<file path="src/hdl/ouks_pkg.sv">
// shared constants, codes and types of the ordered unique key set unit
package ouks_pkg;

   // number of entries the set can hold
   localparam int CAPACITY = 16;

   // internal entry count width, wide enough to hold CAPACITY itself
   localparam int CNT_W = $clog2(CAPACITY + 1);

   // payload field widths
   localparam int KEY_W     = 32;
   localparam int HANDLE_W  = 16;
   localparam int REQ_W     = 2;
   localparam int STATUS_W  = 3;
   localparam int COUNT_O_W = 5;

   // request codes
   typedef enum logic [REQ_W-1:0] {
      OP_ADD    = 2'd0,
      OP_REMOVE = 2'd1,
      OP_POP    = 2'd2,
      OP_LOOKUP = 2'd3
   } op_type;

   // response status codes
   typedef enum logic [STATUS_W-1:0] {
      ST_DONE      = 3'd0,
      ST_DUPLICATE = 3'd1,
      ST_NOT_FOUND = 3'd2,
      ST_FULL      = 3'd3,
      ST_EMPTY     = 3'd4
   } status_type;

   // per-cell control from the sequencer
   typedef struct packed {
      logic valid;  // cell holds a live entry
      logic load;   // write the broadcast key and handle
      logic shift;  // take the entry of the upper neighbor
   } cell_ctl_type;

endpackage

</file>
<file path="src/hdl/ouks_req_if.sv">
// request channel: valid/ready handshake with request payload
interface ouks_req_if;
   import ouks_pkg::*;

   logic                        valid;
   logic                        ready;
   logic [REQ_W-1:0]            req_type;
   logic signed [KEY_W-1:0]     key;
   logic [HANDLE_W-1:0]         entry_handle;

   modport source (output valid, output req_type, output key, output entry_handle,
                   input ready);
   modport sink   (input valid, input req_type, input key, input entry_handle,
                   output ready);
endinterface

</file>
<file path="src/hdl/ouks_rsp_if.sv">
// response channel: valid/ready handshake with response payload
interface ouks_rsp_if;
   import ouks_pkg::*;

   logic                        valid;
   logic                        ready;
   logic [STATUS_W-1:0]         status;
   logic signed [KEY_W-1:0]     out_key;
   logic [HANDLE_W-1:0]         out_handle;
   logic [COUNT_O_W-1:0]        entry_count;

   modport source (output valid, output status, output out_key, output out_handle,
                   output entry_count, input ready);
   modport sink   (input valid, input status, input out_key, input out_handle,
                   input entry_count, output ready);
endinterface

</file>
<file path="src/hdl/ouks_cell.sv">
// one storage cell of the key chain: holds an entry, compares, shifts down
module ouks_cell (
   input  logic                              clock,
   input  ouks_pkg::cell_ctl_type            ctl,
   input  logic signed [ouks_pkg::KEY_W-1:0] cmp_key,
   input  logic [ouks_pkg::HANDLE_W-1:0]     new_handle,
   input  logic signed [ouks_pkg::KEY_W-1:0] nbr_key,
   input  logic [ouks_pkg::HANDLE_W-1:0]     nbr_handle,
   input  logic                              seen_in,
   output logic signed [ouks_pkg::KEY_W-1:0] key,
   output logic [ouks_pkg::HANDLE_W-1:0]     handle,
   output logic                              hit,
   output logic                              seen_out
);
   import ouks_pkg::*;

   logic signed [KEY_W-1:0] key_ff, key_in;
   logic [HANDLE_W-1:0]     handle_ff, handle_in;

   // key match on a live entry, and the running "match at or below" flag
   assign hit      = ctl.valid && (key_ff == cmp_key);
   assign seen_out = seen_in | hit;

   // append writes the broadcast entry, remove pulls the neighbor down
   always_comb begin
      key_in    = key_ff;
      handle_in = handle_ff;
      if (ctl.load) begin
         key_in    = cmp_key;
         handle_in = new_handle;
      end else if (ctl.shift) begin
         key_in    = nbr_key;
         handle_in = nbr_handle;
      end
   end

   // entry storage
   always_ff @(posedge clock) begin
      key_ff    <= key_in;
      handle_ff <= handle_in;
   end

   assign key    = key_ff;
   assign handle = handle_ff;

endmodule

</file>
<file path="src/hdl/ordered_unique_key_set_unit.sv">
// top level of the ordered unique key set unit: cell chain, sequencer, response register
//
// The unit keeps up to CAPACITY (16) key/handle entries in insertion order in a chain of
// cells. Every request (add, remove by key, pop last, lookup by key) is handled in one pass:
// all cells compare the request key at once, a match flag ripples up the chain, and on a
// remove the matching cell and every cell above it take the upper neighbor's entry in the
// same clock edge. One request is accepted per cycle while the response register is free
// or being drained, so throughput is one transaction per clock; the response is registered
// and valid in the cycle after acceptance. Each request yields exactly one response with a
// status, the entry touched (zero for adds and misses) and the entry count after the
// request. No clearing pass follows reset; only the count and response valid are cleared.
module ordered_unique_key_set_unit (
   input  logic       clock,
   input  logic       reset,
   ouks_req_if.sink   req_bus,
   ouks_rsp_if.source rsp_bus
);
   import ouks_pkg::*;

   // entry count and response register
   logic [CNT_W-1:0]        count_ff, count_in;
   logic                    rsp_valid_ff, rsp_valid_in;
   status_type              status_ff, status_in;
   logic signed [KEY_W-1:0] out_key_ff, out_key_in;
   logic [HANDLE_W-1:0]     out_handle_ff, out_handle_in;

   // cell chain wiring
   cell_ctl_type            ctl      [CAPACITY];
   logic signed [KEY_W-1:0] cell_key [CAPACITY];
   logic [HANDLE_W-1:0]     cell_hdl [CAPACITY];
   logic [CAPACITY-1:0]     hit_vec;
   logic [CAPACITY-1:0]     seen_vec;
   logic [CAPACITY-1:0]     pop_vec;
   logic [CAPACITY-1:0]     sel_vec;

   logic   accept;
   op_type op;
   logic   any_hit;
   logic   is_full;
   logic   is_empty;
   logic   append_go;
   logic   remove_go;

   // handshake: take a new transaction whenever the response slot frees up
   assign req_bus.ready = !rsp_valid_ff || rsp_bus.ready;
   assign accept        = req_bus.valid && req_bus.ready;
   assign op            = op_type'(req_bus.req_type);

   assign any_hit   = seen_vec[CAPACITY-1];
   assign is_full   = (count_ff == CNT_W'(CAPACITY));
   assign is_empty  = (count_ff == '0);
   assign append_go = accept && (op == OP_ADD) && !any_hit && !is_full;
   assign remove_go = accept && (op == OP_REMOVE) && any_hit;

   // cell chain
   for (genvar i = 0; i < CAPACITY; i++) begin : g_cell
      logic signed [KEY_W-1:0] nbr_key;
      logic [HANDLE_W-1:0]     nbr_hdl;
      logic                    seen_in;

      if (i == CAPACITY - 1) begin : g_top
         assign nbr_key = cell_key[i];
         assign nbr_hdl = cell_hdl[i];
      end else begin : g_mid
         assign nbr_key = cell_key[i+1];
         assign nbr_hdl = cell_hdl[i+1];
      end

      if (i == 0) begin : g_first
         assign seen_in = 1'b0;
      end else begin : g_rest
         assign seen_in = seen_vec[i-1];
      end

      // per-cell control: live flag, append slot, shift at and above the removed entry
      assign ctl[i].valid = (CNT_W'(i) < count_ff);
      assign ctl[i].load  = append_go && (count_ff == CNT_W'(i));
      assign ctl[i].shift = remove_go && seen_vec[i];
      assign pop_vec[i]   = (count_ff == CNT_W'(i + 1));

      ouks_cell u_cell (
         .clock      (clock),
         .ctl        (ctl[i]),
         .cmp_key    (req_bus.key),
         .new_handle (req_bus.entry_handle),
         .nbr_key    (nbr_key),
         .nbr_handle (nbr_hdl),
         .seen_in    (seen_in),
         .key        (cell_key[i]),
         .handle     (cell_hdl[i]),
         .hit        (hit_vec[i]),
         .seen_out   (seen_vec[i])
      );
   end

   // result selection, status and count update
   always_comb begin
      sel_vec       = '0;
      status_in     = status_ff;
      out_key_in    = out_key_ff;
      out_handle_in = out_handle_ff;
      count_in      = count_ff;
      rsp_valid_in  = rsp_valid_ff && !rsp_bus.ready;

      unique case (op)
         OP_REMOVE, OP_LOOKUP: sel_vec = hit_vec;
         OP_POP:               sel_vec = pop_vec;
         OP_ADD:               sel_vec = '0;
         default:              sel_vec = '0;
      endcase

      if (accept) begin
         rsp_valid_in  = 1'b1;
         out_key_in    = '0;
         out_handle_in = '0;
         for (int j = 0; j < CAPACITY; j++) begin
            out_key_in    = out_key_in    | (cell_key[j] & {KEY_W{sel_vec[j]}});
            out_handle_in = out_handle_in | (cell_hdl[j] & {HANDLE_W{sel_vec[j]}});
         end

         unique case (op)
            OP_ADD: begin
               priority if (any_hit) begin
                  status_in = ST_DUPLICATE;
               end else if (is_full) begin
                  status_in = ST_FULL;
               end else begin
                  status_in = ST_DONE;
                  count_in  = count_ff + CNT_W'(1);
               end
            end
            OP_REMOVE: begin
               if (any_hit) begin
                  status_in = ST_DONE;
                  count_in  = count_ff - CNT_W'(1);
               end else begin
                  status_in = ST_NOT_FOUND;
               end
            end
            OP_POP: begin
               if (is_empty) begin
                  status_in = ST_EMPTY;
               end else begin
                  status_in = ST_DONE;
                  count_in  = count_ff - CNT_W'(1);
               end
            end
            OP_LOOKUP: begin
               status_in = any_hit ? ST_DONE : ST_NOT_FOUND;
            end
            default: begin
               status_in = ST_DONE;
            end
         endcase
      end
   end

   // control registers
   always_ff @(posedge clock) begin
      if (reset) begin
         count_ff     <= '0;
         rsp_valid_ff <= 1'b0;
      end else begin
         count_ff     <= count_in;
         rsp_valid_ff <= rsp_valid_in;
      end
   end

   // response payload
   always_ff @(posedge clock) begin
      status_ff     <= status_in;
      out_key_ff    <= out_key_in;
      out_handle_ff <= out_handle_in;
   end

   assign rsp_bus.valid       = rsp_valid_ff;
   assign rsp_bus.status      = status_ff;
   assign rsp_bus.out_key     = out_key_ff;
   assign rsp_bus.out_handle  = out_handle_ff;
   assign rsp_bus.entry_count = COUNT_O_W'(count_ff);

`ifndef ASSERT_OFF
   // held keys stay unique, so at most one cell matches
   assert property (@(posedge clock) disable iff (reset) $onehot0(hit_vec))
      else $error("more than one cell matches the request key");

   // the count never exceeds the capacity
   assert property (@(posedge clock) disable iff (reset) count_ff <= CNT_W'(CAPACITY))
      else $error("entry count above capacity");

   // an accepted transaction always produces a response next cycle
   assert property (@(posedge clock) disable iff (reset) accept |=> rsp_valid_ff)
      else $error("accepted transaction without response");

   // a successful append grows the count by one
   assert property (@(posedge clock) disable iff (reset)
      append_go |=> count_ff == $past(count_ff) + CNT_W'(1))
      else $error("append did not grow the count");

   // append and shift never hit the same cell
   assert property (@(posedge clock) disable iff (reset) !(append_go && remove_go))
      else $error("append and remove in the same cycle");
`endif

endmodule
</file>
<file path="src/flat_wrapper.sv">
// flat-port wrapper written by rule: the top's interface ports become plain ports
module ordered_unique_key_set_unit_flat import ouks_pkg::*;
  (clock, reset, req_bus_valid, req_bus_req_type, req_bus_key, req_bus_entry_handle, req_bus_ready, rsp_bus_valid, rsp_bus_status, rsp_bus_out_key, rsp_bus_out_handle, rsp_bus_entry_count, rsp_bus_ready);
  ouks_req_if req_bus_i ();
  ouks_rsp_if rsp_bus_i ();
  input  logic clock;
  input  logic reset;
  input wire logic [$bits(req_bus_i.valid)-1:0] req_bus_valid;
  input wire logic [$bits(req_bus_i.req_type)-1:0] req_bus_req_type;
  input wire logic [$bits(req_bus_i.key)-1:0] req_bus_key;
  input wire logic [$bits(req_bus_i.entry_handle)-1:0] req_bus_entry_handle;
  output wire logic [$bits(req_bus_i.ready)-1:0] req_bus_ready;
  output wire logic [$bits(rsp_bus_i.valid)-1:0] rsp_bus_valid;
  output wire logic [$bits(rsp_bus_i.status)-1:0] rsp_bus_status;
  output wire logic [$bits(rsp_bus_i.out_key)-1:0] rsp_bus_out_key;
  output wire logic [$bits(rsp_bus_i.out_handle)-1:0] rsp_bus_out_handle;
  output wire logic [$bits(rsp_bus_i.entry_count)-1:0] rsp_bus_entry_count;
  input wire logic [$bits(rsp_bus_i.ready)-1:0] rsp_bus_ready;
  assign req_bus_i.valid = req_bus_valid;
  assign req_bus_i.req_type = req_bus_req_type;
  assign req_bus_i.key = req_bus_key;
  assign req_bus_i.entry_handle = req_bus_entry_handle;
  assign req_bus_ready = req_bus_i.ready;
  assign rsp_bus_valid = rsp_bus_i.valid;
  assign rsp_bus_status = rsp_bus_i.status;
  assign rsp_bus_out_key = rsp_bus_i.out_key;
  assign rsp_bus_out_handle = rsp_bus_i.out_handle;
  assign rsp_bus_entry_count = rsp_bus_i.entry_count;
  assign rsp_bus_i.ready = rsp_bus_ready;
  ordered_unique_key_set_unit u_core (.clock(clock), .reset(reset), .req_bus(req_bus_i), .rsp_bus(rsp_bus_i));
endmodule
</file>
<file path="config.mk">
export PLATFORM = sky130hd
export DESIGN_NAME = ordered_unique_key_set_unit_flat
export DESIGN_NICKNAME = d
export VERILOG_FILES = /design/src/hdl/ouks_pkg.sv /design/src/hdl/ouks_req_if.sv /design/src/hdl/ouks_rsp_if.sv /design/src/hdl/ouks_cell.sv /design/src/hdl/ordered_unique_key_set_unit.sv /design/src/flat_wrapper.sv
export SDC_FILE = /design/constraint.sdc
export NUM_CORES = 2
export LEC_CHECK = 0
export BUFFER_PORTS_ARGS = -buffer_cell sky130_fd_sc_hd__buf_4
export CORE_MARGIN = 3
export CORE_UTILIZATION = 25
export CTS_CLUSTER_DIAMETER = 120
export DETAILED_ROUTE_END_ITERATION = 8
export PLACE_DENSITY = 0.38
export REMOVE_ABC_BUFFERS = 1
export SETUP_SLACK_MARGIN = 0.05
export SYNTH_ARGS = -nofsm -noshare
export SYNTH_HDL_FRONTEND = slang
export SYNTH_SLANG_ARGS = --single-unit
</file>
<file path="constraint.sdc">
create_clock -name clock -period 11.6 [get_ports clock]
set_clock_uncertainty 0.05 [all_clocks]
set_input_delay 2.9 -clock clock [delete_from_list [all_inputs] [get_ports clock]]
set_output_delay 2.9 -clock clock [all_outputs]
set_load 0.01 [all_outputs]
</file>
==> flow_metrics.env <==
export IMPL_setup_tns_ps=0
export IMPL_final_util_pct=28.9
export IMPL_period_minus_slack_ps=8510
export IMPL_coreArea_sq_um=179000
export IMPL_die_area_sq_um=186000
export IMPL_vias=31000
export IMPL_finalMaxSlewViolations=0
export IMPL_whs_path_depth=2
export IMPL_p_per_area_nw_per_um2=139
export IMPL_switching_share_pct=25.6
export IMPL_die_x_um=432
export IMPL_design_area_sq_um=51800
export IMPL_p_comb_share_pct=7.1
export IMPL_synth_edf_count=819
export IMPL_post_cts_resized=0
export IMPL_worstSkewPairLatency_ps=760
export IMPL_synth_top_area_cell="edfxtp_1"
export IMPL_track_usage_pct=24.2
export IMPL_grt_remaining_overflow=0
export IMPL_cpMostUsedCell="buf_4"
export IMPL_cp_max_fo=32
export IMPL_power_leakage_nw=16.1
export IMPL_synth_common_cells="edfxtp_1, mux2_2, xnor2_1, xor2_1, nand4_1"
export IMPL_end_kind="flop"
export IMPL_worst_path_buf_inv=3
export IMPL_crit_type="input pin to flop"
export IMPL_grt_pass1_wl_um=305000
export IMPL_initial_core_util_pct=25.3
export IMPL_clock_fmax_ghz=0.118
export IMPL_hp_start="u_core.rsp_bus.valid$_SDFF_PP0_"
export IMPL_yosysWarnings=0
export IMPL_area_growth_pct=14.4
export IMPL_clkSlewWorstSetupHoldPaths_ps=60
export IMPL_fin_crit_sh_pct=73.4
export IMPL_pre_cts_ws_ps=2550
export IMPL_root_buffer="clkbuf_16"
export IMPL_n_fill_cell=18100
export IMPL_timing_rr_start="u_core.rsp_bus.entry_count[3]$_SDFFE_PP0P_"
export IMPL_hpwlAfterDp_um=151000
export IMPL_setup_violations=0
export IMPL_timing_hold_ws_ps=484
export IMPL_start_kind="input pin"
export IMPL_power_switching_mw=1.84
export IMPL_r2r_cells=11
export IMPL_min_to="u_core.rsp_bus.valid$_SDFF_PP0_"
export IMPL_synthFlopType="edfxtp_1"
export IMPL_post_cts_buffers=0
export IMPL_cts_num_sinks=825
export IMPL_drtAntennaViolNets=0
export IMPL_cp_slowest_cell="xor2_1"
export IMPL_cp_cell_sequence="buf_4 -> xor2_1 -> nor4_1 -> nand4_1 -> or4_1 -> nand2_1 -> nor3_1 -> and4_4 -> and4_4 -> buf_4 -> a21o_4 -> buf_4"
export IMPL_fin_nets=3259
export IMPL_rows=155
export IMPL_max_cap_viol_count=0
export IMPL_cts_tree="done"
export IMPL_hold_viol=0
export IMPL_synth_most_common_cell="edfxtp_1"
export IMPL_ir_drop_mv=0.108
export IMPL_ys_async_sr_fraction_pct=0
export IMPL_r2r_end="u_core.g_cell[1].u_cell.key[14]$_DFFE_PP_"
export IMPL_pwr_share_clk_pct=47.0
export IMPL_ff_latch_area_sq_um=24700
export IMPL_cts_buffers=106
export IMPL_htree_levels=3
export IMPL_multi_input_area_sq_um=19300
export IMPL_hp_class="flop to flop"
export IMPL_grt_max_degree=38
export IMPL_yosys_top_cells_area="edfxtp_1, mux2_2, xnor2_1"
export IMPL_first_global_vias=30300
export IMPL_avgSynthCellArea_sq_um=14.0
export IMPL_die_h_um=432
export IMPL_place_area_sq_um=48400
export IMPL_worst_pin_slew_ps=1340
export IMPL_drive_gt1_share_pct=33.3
export IMPL_reg2reg_slack_ps=5000
export IMPL_drt_iter0_markers=3951
export IMPL_max_stage_delay_ps=940
export IMPL_syn_area_sq_um=45300
export IMPL_grt_setup_unrepaired="no"
export IMPL_ios=112
export IMPL_ctsHoldBuffers=0
export IMPL_timing_final_ws_setup_ps=3090
export IMPL_drt_total_wl_um=232000
export IMPL_ys_ff_latch=825
export IMPL_status="complete, no violations"
export IMPL_clockBufferDepth=3
export IMPL_crit_required_ps=11920
export IMPL_drt_vias_per_instance=5.49
export IMPL_place_congestion=1.00
export IMPL_drc_errors=0
export IMPL_wl_per_cell_um=41.1
export IMPL_cp_top_family="simple AND/OR/NAND/NOR gates"
export IMPL_p_int_mw=5.34
export IMPL_portBuffers=111
export IMPL_yosysSeqAreaShare_pct=54.5
export IMPL_slew_headroom_pct=10.4
export IMPL_antenna_found_initial=9
export IMPL_synth_top_area_share_pct=54.3
export IMPL_seqPwrFrac_pct=45.8
export IMPL_synthCells=3232
export IMPL_firstDrtPassIters=6
export IMPL_arrival_ps=8830
export IMPL_synthDistinctLibCells=55
## worst min-delay path, stage by stage, from the launching register on
cell	delay, ps
dfxtp_1	310
nand2b_1	110
a21oi_1	70
## kinds of logic after synthesis
| kind of cell | after synthesis | synth area share (%) |
|---|---|---|
| DFF | 825 | 54.5 |
| adders and majority gates | 10 | 0.276 |
| buffers and inverters | 334 | 3.96 |
| muxes | 725 | 18.6 |
| and+or+nand+nor | 417 | 5.40 |
| AOI/OAI and AO/OA | 409 | 7.34 |
| xor gates and xnor gates | 512 | 9.89 |
## per-stage QoR
step / power (mW) / std cells
finish: 7.18 / 5643
floorplan: 3.54 / 2906
CTS: 7.25 / 5638
detailed placement: 3.86 / 5442
global placement: 3.87 / 5440
global route: 7.38 / 5638
## worst max path at each step
stage / from / to / slack [ps] / depth (start not counted)
after floorplan: rsp_bus_ready / u_core.g_cell[14].u_cell.handle[0]$_DFFE_PP_ / 1820 / 5
after detailed placement: req_bus_key[10] / u_core.g_cell[5].u_cell.key[27]$_DFFE_PP_ / 2550 / 11
after global routing: req_bus_key[10] / u_core.g_cell[1].u_cell.key[14]$_DFFE_PP_ / 3010 / 12
after global placement: req_bus_key[10] / u_core.g_cell[5].u_cell.handle[10]$_DFFE_PP_ / 2530 / 11
final: req_bus_key[10] / u_core.g_cell[1].u_cell.key[14]$_DFFE_PP_ / 3090 / 12
after CTS: req_bus_key[10] / u_core.g_cell[1].u_cell.key[13]$_DFFE_PP_ / 3330 / 12
## placed cells by master, fill, tap and decap left out, drive strengths merged, types with 5 or more instances in the layout
cell type and n:
edfxtp 819, mux2 725, xnor2 360, buf 181
xor2 152, nand4 148, clkbuf 127, a22oi 121
a221oi 94, a22o 87, nand3 59, nand2 52
clkinv 52, nor4 50, a222oi 41, nor3 27
and3 22, a21oi 18, and4 16, nor2 14
o31ai 14, inv 14, bufinv 11, o21ai 11
ha 10, dfxtp 6, and2 6, diode 5
a31oi 5, or4 5
## layer usage
metal | vias to the layer above | track usage, % | routed length [um]
li1 | 12600 | - | -
met1 | 16600 | 33.1 | 101000
met2 | 1403 | 38.0 | 105000
met3 | 329 | 3.64 | 14300
met4 | 4 | 10.4 | 11100
met5 | - | 0 | 24
## sequential cells by signal, indices dropped and copies added, names as in the netlist
register	cells
u_core.rsp_bus.out_handle	16
u_core.rsp_bus.valid	1
u_core.rsp_bus.out_key	32
u_core.rsp_bus.entry_count	5
u_core.g_cell.u_cell.key	512
u_core.g_cell.u_cell.handle	256
u_core.rsp_bus.status	3
## power by group through the flow
stage	Combinational, mW	Sequential [mW]	Clock, mW
floorplan	0.179	3.36	0
global placement	0.514	3.35	0
detailed placement	0.508	3.35	0
CTS	0.510	3.29	3.45
global route	0.525	3.29	3.56
finish	0.513	3.29	3.38
## area by class of cell
type	count	area share, %
well taps	2355	5.68
flip-flops and latches	825	47.7
repair buffers	181	2.74
clock inverters	69	1.33
inverters	8	0.0579
clock buffers	127	5.27
multi-input cells	2073	37.2
diodes	5	0.0241
(Power assumes the default switching activity.)
